<file path="config.mk">
export PLATFORM = sky130hd
export DESIGN_NAME = apng_ctrl
export DESIGN_NICKNAME = d
export VERILOG_FILES = /design/src/rtl/apng_pkg.sv /design/src/rtl/apng_ctrl.sv
export SDC_FILE = /design/constraint.sdc
export NUM_CORES = 1
export LEC_CHECK = 0
export BUFFER_PORTS_ARGS = -buffer_cell sky130_fd_sc_hd__buf_2
export CORE_AREA = 2 2 39 41
export CTS_CLUSTER_DIAMETER = 150
export DETAILED_ROUTE_END_ITERATION = 8
export DIE_AREA = 0 0 41 43
export PLACE_DENSITY_LB_ADDON = 0.3
export SLEW_MARGIN = 15
export SYNTH_ARGS = -nofsm -noshare
export SYNTH_HDL_FRONTEND = slang
export SYNTH_SLANG_ARGS = --single-unit
</file>
<file path="constraint.sdc">
create_clock -name clk -period 1.43 [get_ports clk]
set_input_delay 0.286 -clock clk [delete_from_list [all_inputs] [get_ports clk]]
set_output_delay 0.286 -clock clk [all_outputs]
set_load 0.02 [all_outputs]
</file>
<file path="src/rtl/apng_pkg.sv">
// Shared types, constants and helper functions for the APNG stream validator.
// Used by apng_ctrl, apng_dp and apng_stream_validator; depends on nothing.
package apng_pkg;

	localparam int CFG_IDX_W  = 3;
	localparam int CFG_DATA_W = 48;
	localparam int OUT_DATA_W = 104;
	localparam int CAP_DEPTH  = 26;
	localparam int CAP_IDX_W  = $clog2(CAP_DEPTH);

	localparam logic [31:0] IHDR_LEN    = 32'd13;
	localparam logic [31:0] ACTL_LEN    = 32'd8;
	localparam logic [31:0] FCTL_LEN    = 32'd26;
	localparam logic [31:0] PALETTE_MAX = 32'd768;

	localparam logic [31:0] TAG_IHDR = 32'h4948_4452;
	localparam logic [31:0] TAG_PLTE = 32'h504C_5445;
	localparam logic [31:0] TAG_IDAT = 32'h4944_4154;
	localparam logic [31:0] TAG_IEND = 32'h4945_4E44;
	localparam logic [31:0] TAG_ACTL = 32'h6163_544C;
	localparam logic [31:0] TAG_FCTL = 32'h6663_544C;
	localparam logic [31:0] TAG_FDAT = 32'h6664_4154;

	localparam logic [7:0] SIG_BYTES [8] = '{8'h89, 8'h50, 8'h4E, 8'h47,
		8'h0D, 8'h0A, 8'h1A, 8'h0A};

	typedef enum logic [2:0] {
		PH_SIG, PH_LEN, PH_TYPE, PH_DATA, PH_CRC
	} phase_t;

	typedef enum logic [1:0] {
		ST_OK, ST_FORMAT, ST_DIM, ST_LIMIT
	} status_t;

	typedef enum logic [1:0] {
		STG_BEFORE, STG_READING, STG_AFTER
	} stage_t;

	typedef enum logic [1:0] {
		KIND_NONE, KIND_IDAT, KIND_FDAT
	} kind_t;

	typedef enum logic [2:0] {
		CFG_FRAME_LIMIT, CFG_TOTAL_PIXEL_LIMIT, CFG_CHUNK_COUNT_LIMIT,
		CFG_DIMENSION_LIMIT, CFG_FRAME_PIXEL_LIMIT
	} cfg_idx_t;

	typedef enum logic [2:0] {
		S_RUN, S_CHK_MUL, S_CHK_EVAL, S_FIN_MUL1, S_FIN_MUL2, S_FIN_DONE
	} ctrl_state_t;

	typedef struct packed {
		logic byte_en;
		logic last;
		logic chk_mul;
		logic chk_eval;
		logic fin_mul1;
		logic fin_mul2;
		logic fin_done;
	} cmd_t;

	typedef struct packed {
		logic chunk_end;
		logic out_free;
	} stat_t;

	function automatic logic [31:0] crc_byte(input logic [31:0] c, input logic [7:0] b);
		logic [31:0] r;
		r = c ^ {24'd0, b};
		for (int i = 0; i < 8; i++) begin
			r = (r >> 1) ^ (32'hEDB8_8320 & {32{r[0]}});
		end
		return r;
	endfunction

	function automatic logic type_ok(input logic [31:0] t);
		logic ok;
		logic [7:0] v;
		ok = 1'b1;
		for (int i = 0; i < 4; i++) begin
			v = t[8*i +: 8];
			if (!((v >= 8'h41 && v <= 8'h5A) || (v >= 8'h61 && v <= 8'h7A))) begin
				ok = 1'b0;
			end
		end
		return ok && !t[13];
	endfunction

	// Residue mod 3 of a value up to 14.
	function automatic logic [1:0] mod3_small(input logic [3:0] v);
		logic [3:0] r;
		r = v;
		if (r >= 4'd9) r = r - 4'd9;
		if (r >= 4'd6) r = r - 4'd6;
		if (r >= 4'd3) r = r - 4'd3;
		return r[1:0];
	endfunction

endpackage

</file>
<file path="src/rtl/apng_ctrl.sv">
// Controller state machine: sequences byte intake, chunk checks and file finish.
// Depends on apng_pkg; drives apng_dp through cmd_t and reads stat_t.
module apng_ctrl import apng_pkg::*; (
	input  logic  clk,
	input  logic  arst_n,
	input  logic  in_valid,
	input  logic  in_last,
	output logic  in_ready,
	input  stat_t stat,
	output cmd_t  cmd
);

	ctrl_state_t state_q, state_n;
	logic        last_q;
	logic        byte_en;

	assign byte_en = in_valid && (state_q == S_RUN);

	always_comb begin
		state_n = state_q;
		case (state_q)
			S_RUN: begin
				if (byte_en) begin
					if (stat.chunk_end) state_n = S_CHK_MUL;
					else if (in_last) state_n = S_FIN_MUL1;
				end
			end
			S_CHK_MUL:  state_n = S_CHK_EVAL;
			S_CHK_EVAL: state_n = last_q ? S_FIN_MUL1 : S_RUN;
			S_FIN_MUL1: state_n = S_FIN_MUL2;
			S_FIN_MUL2: state_n = S_FIN_DONE;
			S_FIN_DONE: begin
				if (stat.out_free) state_n = S_RUN;
			end
			default: state_n = S_RUN;
		endcase
	end

	always_comb begin
		in_ready     = (state_q == S_RUN);
		cmd          = '0;
		cmd.byte_en  = byte_en;
		cmd.last     = last_q;
		cmd.chk_mul  = (state_q == S_CHK_MUL);
		cmd.chk_eval = (state_q == S_CHK_EVAL);
		cmd.fin_mul1 = (state_q == S_FIN_MUL1);
		cmd.fin_mul2 = (state_q == S_FIN_MUL2);
		cmd.fin_done = (state_q == S_FIN_DONE) && stat.out_free;
	end

	always_ff @(posedge clk or negedge arst_n) begin
		if (!arst_n) begin
			state_q <= S_RUN;
			last_q  <= 1'b0;
		end else begin
			state_q <= state_n;
			if (byte_en) last_q <= in_last;
		end
	end

endmodule

</file>
After elaboration in Yosys (flattened, before gate mapping):

Index checks and enable logic that the tools add are counted.

* output and inout port bits: 8
* word-level logic and storage cells: 20
* flip-flop bits (word level): 4
* bits of input ports: 6

* eq/ne operators: 8
* mux-type cells: 6
* reductions and logical operators: 4

Operators by type and width (count)
* 3-bit case mux with 6 select lines: 1
* 3-bit two-way mux: 4
* 3-bit by 2-bit == test with 1-bit output, second input constant: 2
* 3-bit == test, second input constant: 2
* 3-bit by 1-bit == test with 1-bit output, second input constant: 1
* 3-bit logical NOT: 1
* 3-bit by 2-bit inequality test with 1-bit output, second input constant: 1
* 3-bit AND reduction: 1
* 1-bit logical AND: 2
* 2-bit two-way mux: 1
* 2-bit by 1-bit inequality test with 1-bit output, second input constant: 1
* 2-bit inequality test, second input constant: 1

Longest topological paths before layout:

Gate-level depths: netlist (run 1).

* depth in word-level cells: 4
* depth in mapped cells: 4
* gate-level depth less buffers: 3

Worst setup path after synthesis (run 1):

No wires, ideal clock.

* path kind: reg-to-output
* start point: register state_q[1]
* end point: output cmd[4] (netlist bit)
* data arrival time: 1.025 ns
* stages on the path, launching flop included: 3
* path buffers: 1
* required time: 1.144 ns
* slack: 0.119 ns
* cells stage by stage: dfrtp_1 -> buf_2 -> nor3b_1

RTL lines
* start: declaration: line apng_ctrl.sv:13 `ctrl_state_t state_q, state_n;`
* start signal: assignment: line apng_ctrl.sv:56 `state_q <= state_n;`
* end: declaration: line apng_ctrl.sv:10 `output cmd_t cmd`

==> results.md, run 1 <==
* Status: finished with violations
* Failing checks: negative setup slack
* Skew-Pair Late Insertion Delay at 0.23 ns
* Layout cells sized above 1 at 64.44%
* Syn Nets at 33
* Drt drc at 0
* Post-synthesis cell count at 27
* Max transition margin at 83.15%
* Hold WS at 0.3209 ns
* Top delay family on crit path: flip-flops
* Die width at 41 µm
* Multi-input gate area in the final layout at 160.2 µm²
* Clk sinks at 4
* Final-report hold violation count at 0
* Total CTS buffers at 3
* VDD IR max at 1054 µV
* Max Cap Violations at 0
* Hold Crit Class: in -> reg
* Buf/Inv on CP at 1
* Layout area overhead at 62.62%
* Rows at 14
* Yosys warning count at 0
* CP arrival at 1.16 ns
* Synthesized area per cell at 9.917 µm²
* WL final at 664 µm
* Routed vias at 263
* Routability cong. at 0.6801
* CTS tree: yes
* First-pass GRT wire length at 952 µm
* Startpoint Class: register
* Average wire per standard cell at 10.89 µm
* Largest net degree at the start of global routing at 11
* Period utilization at 100.9%
* NumNets Final at 53
* GRT overflow at 0
* Root Buffer: clkbuf_4
* Final Max Tran Viols at 0
* Distinct cells, synth at 15
* Core ar. at 1384 µm²
* Max Fclk at 693.2 MHz
* Final-report setup violation count at 2
* Slowest CP cell: dfrtp_2
* RSZ-0062 raised after global routing: yes
* PortBufs at 13
* Fin worst setup slack at -0.01250 ns
* Vias in the first global route at 228
* Final Critical Period at 1.442 ns
* Die area at 1763 µm²
* Most frequent cells in the layout: buf_4 (9), buf_2 (7), nand2b_1 (3), clkbuf_4 (3), dfrtp_2 (3)
* CTS H-tree depth at 1
* Initial Util at 19.35%
* Critical path endpoint category: primary output
* Critical path, cell by cell: nor4b_4 -> buf_4
* Critical path fanouts, max at 6
* Via/cell ratio at 4.311
* Tot Pwr at 0.001058 W
* Clk slew on worst S/H paths at 0.04 ns
* Initial antenna violation count at 0
* Synthesized area at 267.8 µm²
* Commonest non-fill, non-tap cell in the layout: buf_4
* Clock tree buffer depth at 2
* FF/Latch Area at 103.9 µm²
* Sequential cell area fraction in the yosys report at 37.38%
* Pwr per Cell Area at 2430 nW/µm²
* Max stage delay on crit path at 0.45 ns
* Dpl hpwl at 413.8 µm
* Ports at 14
* Fin Clk Skew at 0.002905 ns
* Die Span Y at 43 µm
* Leak Pwr at 0.2076 nW
* N_diodes at 0
* Initial DRT Pass Iterations at 1
* Iter 0 DRT Violations at 0
* Final ANT Viol Nets at 0
* Crit path required time at 1.14 ns
* Filler Cells Inserted at 142
* #FFs+latches synth at 4
* Critical path class: reg -> out
* Worst-margin pin slew at 0.2528 ns
* Total GRT Usage at 8.485%
-- state kept, by name, indices dropped and copies added, names as in the netlist --
name     flops
last_q       1
state_q      3
-- cell usage after synthesis --
cell type  n  area, µm²
nand2b_1   4      25.02
buf_2      1      5.000
nand3b_1   1      7.510
o311ai_1   1      8.760
dfrtp_1    4      100.1
o211ai_1   1      7.510
a221oi_1   1      8.760
buf_4      3      22.52
and3b_1    1      8.760
nor4b_4    1      23.77
nor2_1     3      11.26
nand2_1    2      7.510
nor3_1     1      5.000
mux2_1     1      11.26
nor3b_1    2      15.01
-- final timing paths --
path / start / to / slack [ns] / cells past startpoint
hold reg to reg: last_q$_DFFE_PN0P_ / last_q$_DFFE_PN0P_ / 0.56 / 1
setup reg to reg: state_q[1]$_DFFE_PN0P_ / last_q$_DFFE_PN0P_ / 0.11 / 3
hold / removal: in_last / last_q$_DFFE_PN0P_ / 0.32 / 2
min in group asynchronous: arst_n / last_q$_DFFE_PN0P_ / 0.39 / 2
max in group asynchronous: arst_n / state_q[0]$_DFFE_PN0P_ / 0.91 / 2
setup / recovery: state_q[1]$_DFFE_PN0P_ / cmd[6] / -0.01 / 2
-- routing by layer --
layer  global-route usage [%]  vias to the layer above  share of wire, %
li1                         -                      131                 -
met4                    6.000                        0                 0
met1                    12.13                      120                43
met5                        0                        -                 0
met2                    10.00                       12                49
met3                    3.141                        0               8.6
-- logic make-up (layout without fill, tap and decap cells) --
group           count (synthesis)  in the layout  synth area share (%)
simple gates                   15             15                 38.78
flops                           4              4                 37.38
mux                             1              1                 4.205
buf+inv                         4             22                 10.28
compound gates                  3              3                 9.348
-- layout make-up --
type / instances / share of cell area [%]
Clock buffer: 3 / 5.172
Multi-Input combinational cell: 19 / 36.78
Sequential cell: 4 / 23.85
Tap cell: 16 / 4.598
Timing Repair Buffer: 19 / 29.60
-- worst reg2reg max path, cell delays in order, from the launching register on --
cell and delay (ns):
dfrtp_2 0.45, nor4b_4 0.29, buf_4 0.15, mux2_1 0.31
-- power breakdown --
group | switching, W | internal (W)
clock | 0.0000443 | 0.0000938
combinational | 0.000299 | 0.000327
sequential | 0.000114 | 0.000180
total | 0.000457 | 0.000601
-- repair_timing --
| item | in CTS | in global routing |
|---|---|---|
| setup buffers | 3 | 2 |
| endpoints found under the setup margin | 6 | 4 |
| pin swaps | 1 | 1 |
| resized for setup | 7 | 8 |
| hold endpoints to repair | 4 | 0 |
| hold buffers | 1 | 0 |
-- stage by stage --
step / cells / cell area [µm²] / utilization, % / worst slack [ns] / setup TNS, ns
3_5_place_dp: 52 / 325.3 / 23.51 / 0.1578 / 0
5_1_grt: 61 / 435.4 / 31.46 / -0.09106 / -0.2612
4_1_cts: 59 / 392.9 / 28.39 / -0.02655 / -0.03389
3_3_place_gp: 52 / 325.3 / 23.51 / 0.1500 / 0
6_report: 61 / 435.4 / 31.46 / -0.01250 / -0.01449
2_1_floorplan: 27 / 267.8 / - / 0.1193 / 0
Power figures use the tool's default switching activity.
==> run 2: changes to the inputs <==
--- a/config.mk
+++ b/config.mk
@@ -11,6 +11,7 @@
 export DETAILED_ROUTE_END_ITERATION = 8
 export DIE_AREA = 0 0 41 43
 export PLACE_DENSITY_LB_ADDON = 0.3
+export SETUP_SLACK_MARGIN = 0.3
 export SLEW_MARGIN = 15
 export SYNTH_ARGS = -nofsm -noshare
 export SYNTH_HDL_FRONTEND = slang
==> results.md, run 2 (synthesized netlist as in run 1, its figures left out) <==
* Status: finished with violations
* Failing checks: negative setup slack
* Skew-Pair Late Insertion Delay at 0.24 ns (about the same)
* GRT overflow at 0 (unchanged)
* Period utilization at 101.5% (+0.60 points)
* Ports at 14 (unchanged)
* Critical path fanouts, max at 6 (unchanged)
* CTS tree: yes
* Sw Ratio at 41.06% (-2.2 points)
* Commonest non-fill, non-tap cell in the layout: buf_4
* Vias in the first global route at 253 (+11%)
* PortBufs at 13 (unchanged)
* Max FFs per register at 3 (unchanged)
* Fin Clk Skew at 0.004354 ns (+0.001449 ns)
* Total net switching power at 0.0005334 W (+17%)
* Setup TNS at -0.05099 ns (-0.03650 ns)
* Tot Pwr at 0.001299 W (+23%)
* Drt drc at 0 (unchanged)
* Clk sinks at 4 (unchanged)
* Routability cong. at 0.6841 (+0.59%)
* Layout area overhead at 95.33%
* Root Buffer: clkbuf_4
* CP Depth at 2 (unchanged)
* Die width at 41 µm (unchanged)
* N_diodes at 0 (unchanged)
* Max Fclk at 689.1 MHz (-0.59%)
* Setup slack, reg-to-reg at 0.05 ns (-0.06 ns)
* Placed inst area at 346.6 µm² (+6.5%)
* Finished Core Util at 37.79% (+6.3 points)
* Filler Cells Inserted at 147 (+3.5%)
* Total CTS buffers at 3 (unchanged)
* Worst Hold Path Cells at 2 (unchanged)
* Critical path, cell by cell: nor4b_4 -> buf_4
* Sequential Power Share at 24.4% (-3.4 points)
* Leak Pwr at 0.2433 nW (+17%)
* Dpl hpwl at 433.6 µm (+4.8%)
* CP arrival at 1.17 ns (about the same)
* Final ANT Viol Nets at 0 (unchanged)
* First-pass GRT wire length at 1048 µm (+10%)
* RSZ-0062 raised after global routing: yes
* Die Span Y at 43 µm (unchanged)
* Worst R2R Path Depth at 4 (+1)
* Initial antenna violation count at 0 (unchanged)
* NumNets Final at 57 (+7.5%)
* Final-report setup violation count at 3 (+1)
* Regs by FF count: state_q (3), last_q (1)
* Average wire per standard cell at 10.05 µm (-7.7%)
* Top delay family on crit path: flip-flops
* Pwr per Cell Area at 2484 nW/µm² (+2.2%)
* Routed vias at 280 (+6.5%)
* Combinational share of power at 63.6% (+4.5 points)
* Initial Util at 19.35% (unchanged)
* Rows at 14 (unchanged)
* Clock power share at 12.0% (-1.0 points)
* Largest net degree at the start of global routing at 9 (-2)
* Max transition margin at 83.96% (+0.82 points)
* Core ar. at 1384 µm² (unchanged)
* Hold Crit Class: in -> reg
* Total GRT Usage at 9.173% (+0.69 points)
* Final Critical Period at 1.451 ns (+0.008594 ns)
* CTS H-tree depth at 1 (unchanged)
* Die area at 1763 µm² (unchanged)
* WL final at 663 µm (-0.15%)
* Clock tree buffer depth at 2 (unchanged)
* Fin worst setup slack at -0.02109 ns (-0.008594 ns)
* Biggest register: state_q
* Most frequent cells in the layout: buf_4 (10), buf_2 (7), buf_6 (5)
* Layout cells sized above 1 at 80.00% (+16 points)
* Slowest CP cell: dfrtp_2
* Crit path required time at 1.14 ns (about the same)
* Critical path endpoint category: primary output
* Worst-margin pin slew at 0.2368 ns (-0.01598 ns)
* Max stage delay on crit path at 0.45 ns (about the same)
* Final instance area at 523.0 µm² (+20%)
* Final Max Tran Viols at 0 (unchanged)
* Critical path class: reg -> out
* VDD IR max at 1049 µV (-0.46%)
* Initial DRT Pass Iterations at 3 (+2)
* Max Cap Violations at 0 (unchanged)
* Startpoint Class: register
* Via/cell ratio at 4.242 (-1.6%)
* Buf/Inv on CP at 1 (unchanged)
* Iter 0 DRT Violations at 1 (+1)
* Final-report hold violation count at 0 (unchanged)
* Clk slew on worst S/H paths at 0.04 ns (about the same)
* Int Pwr at 0.0007656 W (+27%)
[run 2: cell type report]
class	count	area (µm²)	share of cell area, %
flip-flops and latches	4	105.1	20.10
multi-input cells	19	195.2	37.32
repair buffers	23	176.4	33.73
well taps	16	20.02	3.828
clock buffers	4	26.28	5.024
[run 2: per-layer routing]
| layer | track usage (%) | wire, µm | part of all wire [%] |
|---|---|---|---|
| met5 | 0 | 0 | 0 |
| met4 | 8.000 | 16 | 2.4 |
| met3 | 3.141 | 43 | 6.5 |
| met2 | 12.19 | 310 | 47 |
| met1 | 11.07 | 292 | 44 |
[run 2: path summary, 6_finish.rpt]
path / from / end
worst max register to register: state_q[1]$_DFFE_PN0P_ / last_q$_DFFE_PN0P_
worst max-delay path: state_q[1]$_DFFE_PN0P_ / cmd[6]
worst min register to register: last_q$_DFFE_PN0P_ / last_q$_DFFE_PN0P_
min in group asynchronous: arst_n / state_q[0]$_DFFE_PN0P_
worst min-delay path: in_last / last_q$_DFFE_PN0P_
max in group asynchronous: arst_n / last_q$_DFFE_PN0P_
[run 2: power by group through the flow]
stage,clock (W),combinational (W),sequential [W]
3_3_place_gp,0,0.000450,0.000314
4_1_cts,0.000163,0.000675,0.000302
5_1_grt,0.000178,0.000884,0.000325
2_1_floorplan,0,0.000474,0.000225
3_5_place_dp,0,0.000449,0.000316
6_report,0.000156,0.000826,0.000317
[run 2: what timing repair did]
action / in CTS / in global routing
setup buffers: 6 / 3
pin swaps: 2 / 1
hold buffers: 1 / 0
gates resized for setup: 10 / 12
endpoints found under the hold margin: 4 / 0
setup endpoints to repair: 10 / 10
[run 2: per-stage QoR]
| stage | hold WS (ns) | worst slack, ns | cells |
|---|---|---|---|
| final | 0.3225 | -0.02109 | 66 |
| after global routing | 0.3206 | -0.07551 | 66 |
| after CTS | 0.3163 | -0.03264 | 63 |
| after detailed placement | 0.09633 | 0.08832 | 52 |
| after global placement | 0.09830 | 0.1230 | 52 |
| after floorplan | -0.009591 | 0.1292 | 27 |
==> run 3: changes to the inputs <==
--- a/config.mk
+++ b/config.mk
@@ -11,6 +11,7 @@
 export DETAILED_ROUTE_END_ITERATION = 8
 export DIE_AREA = 0 0 41 43
 export PLACE_DENSITY_LB_ADDON = 0.3
+export REMOVE_ABC_BUFFERS = 1
 export SETUP_SLACK_MARGIN = 0.3
 export SLEW_MARGIN = 15
 export SYNTH_ARGS = -nofsm -noshare
==> results.md, run 3 (synthesized netlist as in run 1, its figures left out) <==
* Critical path class: reg -> out
* Initial antenna violation count at 0 (unchanged)
* Final ANT Viol Nets at 0 (unchanged)
* Final instance area at 494.2 µm² (-5.5%)
* Failing checks: negative setup slack
* Period utilization at 101.4% (about the same)
* Initial DRT Pass Iterations at 2 (-1)
* Skew-Pair Late Insertion Delay at 0.24 ns (about the same)
* Via/cell ratio at 4.419 (+4.2%)
* Largest net degree at the start of global routing at 9 (unchanged)
* Reg-to-reg startpoint: state_q[0]$_DFFE_PN0P_
* CTS H-tree depth at 1 (unchanged)
* Worst min-delay path startpoint: in_last
* Startpoint Class: register
* Total CTS buffers at 3 (unchanged)
* Critical path fanouts, max at 6 (unchanged)
* Critical path endpoint category: primary output
* Biggest register: state_q
* Leak Pwr at 0.2275 nW (-6.5%)
* Max Fclk at 689.7 MHz (about the same)
* N_diodes at 0 (unchanged)
* Most frequent cells in the layout: buf_2 (8), buf_6 (6), buf_4 (5)
* NumNets Final at 54 (-5.3%)
* Layout cells sized above 1 at 73.91% (-6.1 points)
* Status: finished with violations
* Iter 0 DRT Violations at 4 (+3)
* Worst R2R Path Depth at 3 (-1)
* Regs by FF count: state_q (3), last_q (1)
* Final Max Tran Viols at 0 (unchanged)
* Clk sinks at 4 (unchanged)
* Hold Crit Class: in -> reg
* CP arrival at 1.16 ns (about the same)
* CTS tree: yes
* Layout area overhead at 84.58%
* Drt drc at 0 (unchanged)
* Fin worst setup slack at -0.01985 ns (+0.001239 ns)
* Worst-margin pin slew at 0.2253 ns (-0.01148 ns)
* Final-report setup violation count at 2 (-1)
* VDD IR max at 864.8 µV (-18%)
* Fin Clk Skew at 0.003127 ns (-0.001227 ns)
* Reg2reg end: last_q$_DFFE_PN0P_
* Setup slack, reg-to-reg at 0.13 ns (+0.08 ns)
* WL final at 764 µm (+15%)
* Worst Hold Path EP: last_q$_DFFE_PN0P_
* Dpl hpwl at 429.3 µm (-0.99%)
* Max transition margin at 84.74% (+0.78 points)
* Final Critical Period at 1.450 ns (-0.001239 ns)
* Total GRT Usage at 9.577% (+0.40 points)
* Vias in the first global route at 262 (+3.6%)
* Hold WS at 0.3322 ns (+0.009735 ns)
* Tot Pwr at 0.001207 W (-7.0%)
* Rows at 14 (unchanged)
* Root Buffer: clkbuf_4
* Die width at 41 µm (unchanged)
* Initial Util at 19.35% (unchanged)
* Clk slew on worst S/H paths at 0.04 ns (about the same)
* RSZ-0062 raised after global routing: yes
* Final-report hold violation count at 0 (unchanged)
* First-pass GRT wire length at 1062 µm (+1.3%)
* Core ar. at 1384 µm² (unchanged)
* Crit path required time at 1.14 ns (about the same)
* Die area at 1763 µm² (unchanged)
* Routed vias at 274 (-2.1%)
* Placed inst area at 325.3 µm² (-6.1%)
* Commonest non-fill, non-tap cell in the layout: buf_2
* Max Cap Violations at 0 (unchanged)
* Die Span Y at 43 µm (unchanged)
* PortBufs at 13 (unchanged)
* Average wire per standard cell at 12.32 µm (+23%)
* Ports at 14 (unchanged)
* Max FFs per register at 3 (unchanged)
* Worst Hold Path Cells at 2 (unchanged)
* Routability cong. at 0.6447 (-5.8%)
* GRT overflow at 0 (unchanged)
* Pwr per Cell Area at 2443 nW/µm² (-1.6%)
* Clock tree buffer depth at 2 (unchanged)
[run 3: changes by cell type in the layout (fill, tap and decap cells not counted), sizes merged]
cell / before / now
buf: 22 / 19
clkbuf: 4 / 3
[run 3: routing by layer]
metal | routed length, µm | vias up | track usage (%)
met3 | 76 | 0 | 5.236
li1 | - | 132 | -
met4 | 0 | 0 | 6.000
met2 | 397 | 16 | 11.25
met1 | 290 | 126 | 13.03
met5 | 0 | - | 0
[run 3: report_power, final]
group          leakage (nW)  internal [W]  switching, W
registers            0.0459      0.000180      0.000115
logic                 0.168      0.000409      0.000362
clock network        0.0138     0.0000939     0.0000471
[run 3: worst max path at each step]
stage / cells after the start / endpoint / from
6_report: 2 / cmd[6] / state_q[0]$_DFFE_PN0P_
5_1_grt: 2 / cmd[6] / state_q[1]$_DFFE_PN0P_
4_1_cts: 2 / cmd[6] / state_q[1]$_DFFE_PN0P_
3_5_place_dp: 2 / cmd[6] / state_q[2]$_DFFE_PN0P_
3_3_place_gp: 2 / cmd[6] / state_q[2]$_DFFE_PN0P_
2_1_floorplan: 2 / last_q$_DFFE_PN0P_ / state_q[2]$_DFFE_PN0P_
[run 3: metrics by stage]
stage / setup TNS, ns / util, % / setup WS, ns / std cells
finish: -0.02517 / 35.71 / -0.01985 / 62
detailed placement: 0 / 23.51 / 0.1499 / 52
global route: -0.2072 / 35.71 / -0.07726 / 62
global placement: 0 / 23.51 / 0.1616 / 52
floorplan: 0 / - / 0.05284 / 23
CTS: -0.03746 / 30.56 / -0.03581 / 60
[run 3: critical path, stage by stage (launching register included)]
cell and delay (ns):
dfrtp_2 0.44, nor4b_4 0.30, buf_4 0.18
[run 3: what timing repair did]
action,CTS,global route
endpoints found under the setup margin,8,11
endpoints found under the hold margin,4,0
hold buffers,1,0
pin swaps,2,5
gates resized for setup,13,13
buffers inserted,4,2
[run 3: cell type report]
| class | instances | area [µm²] |
|---|---|---|
| clock buffer | 3 | 22.52 |
| fill | 151 | 889.6 |
| multi-input combinational | 19 | 192.7 |
| sequential | 4 | 103.9 |
| tap | 16 | 20.02 |
| timing repair buffer | 20 | 155.1 |
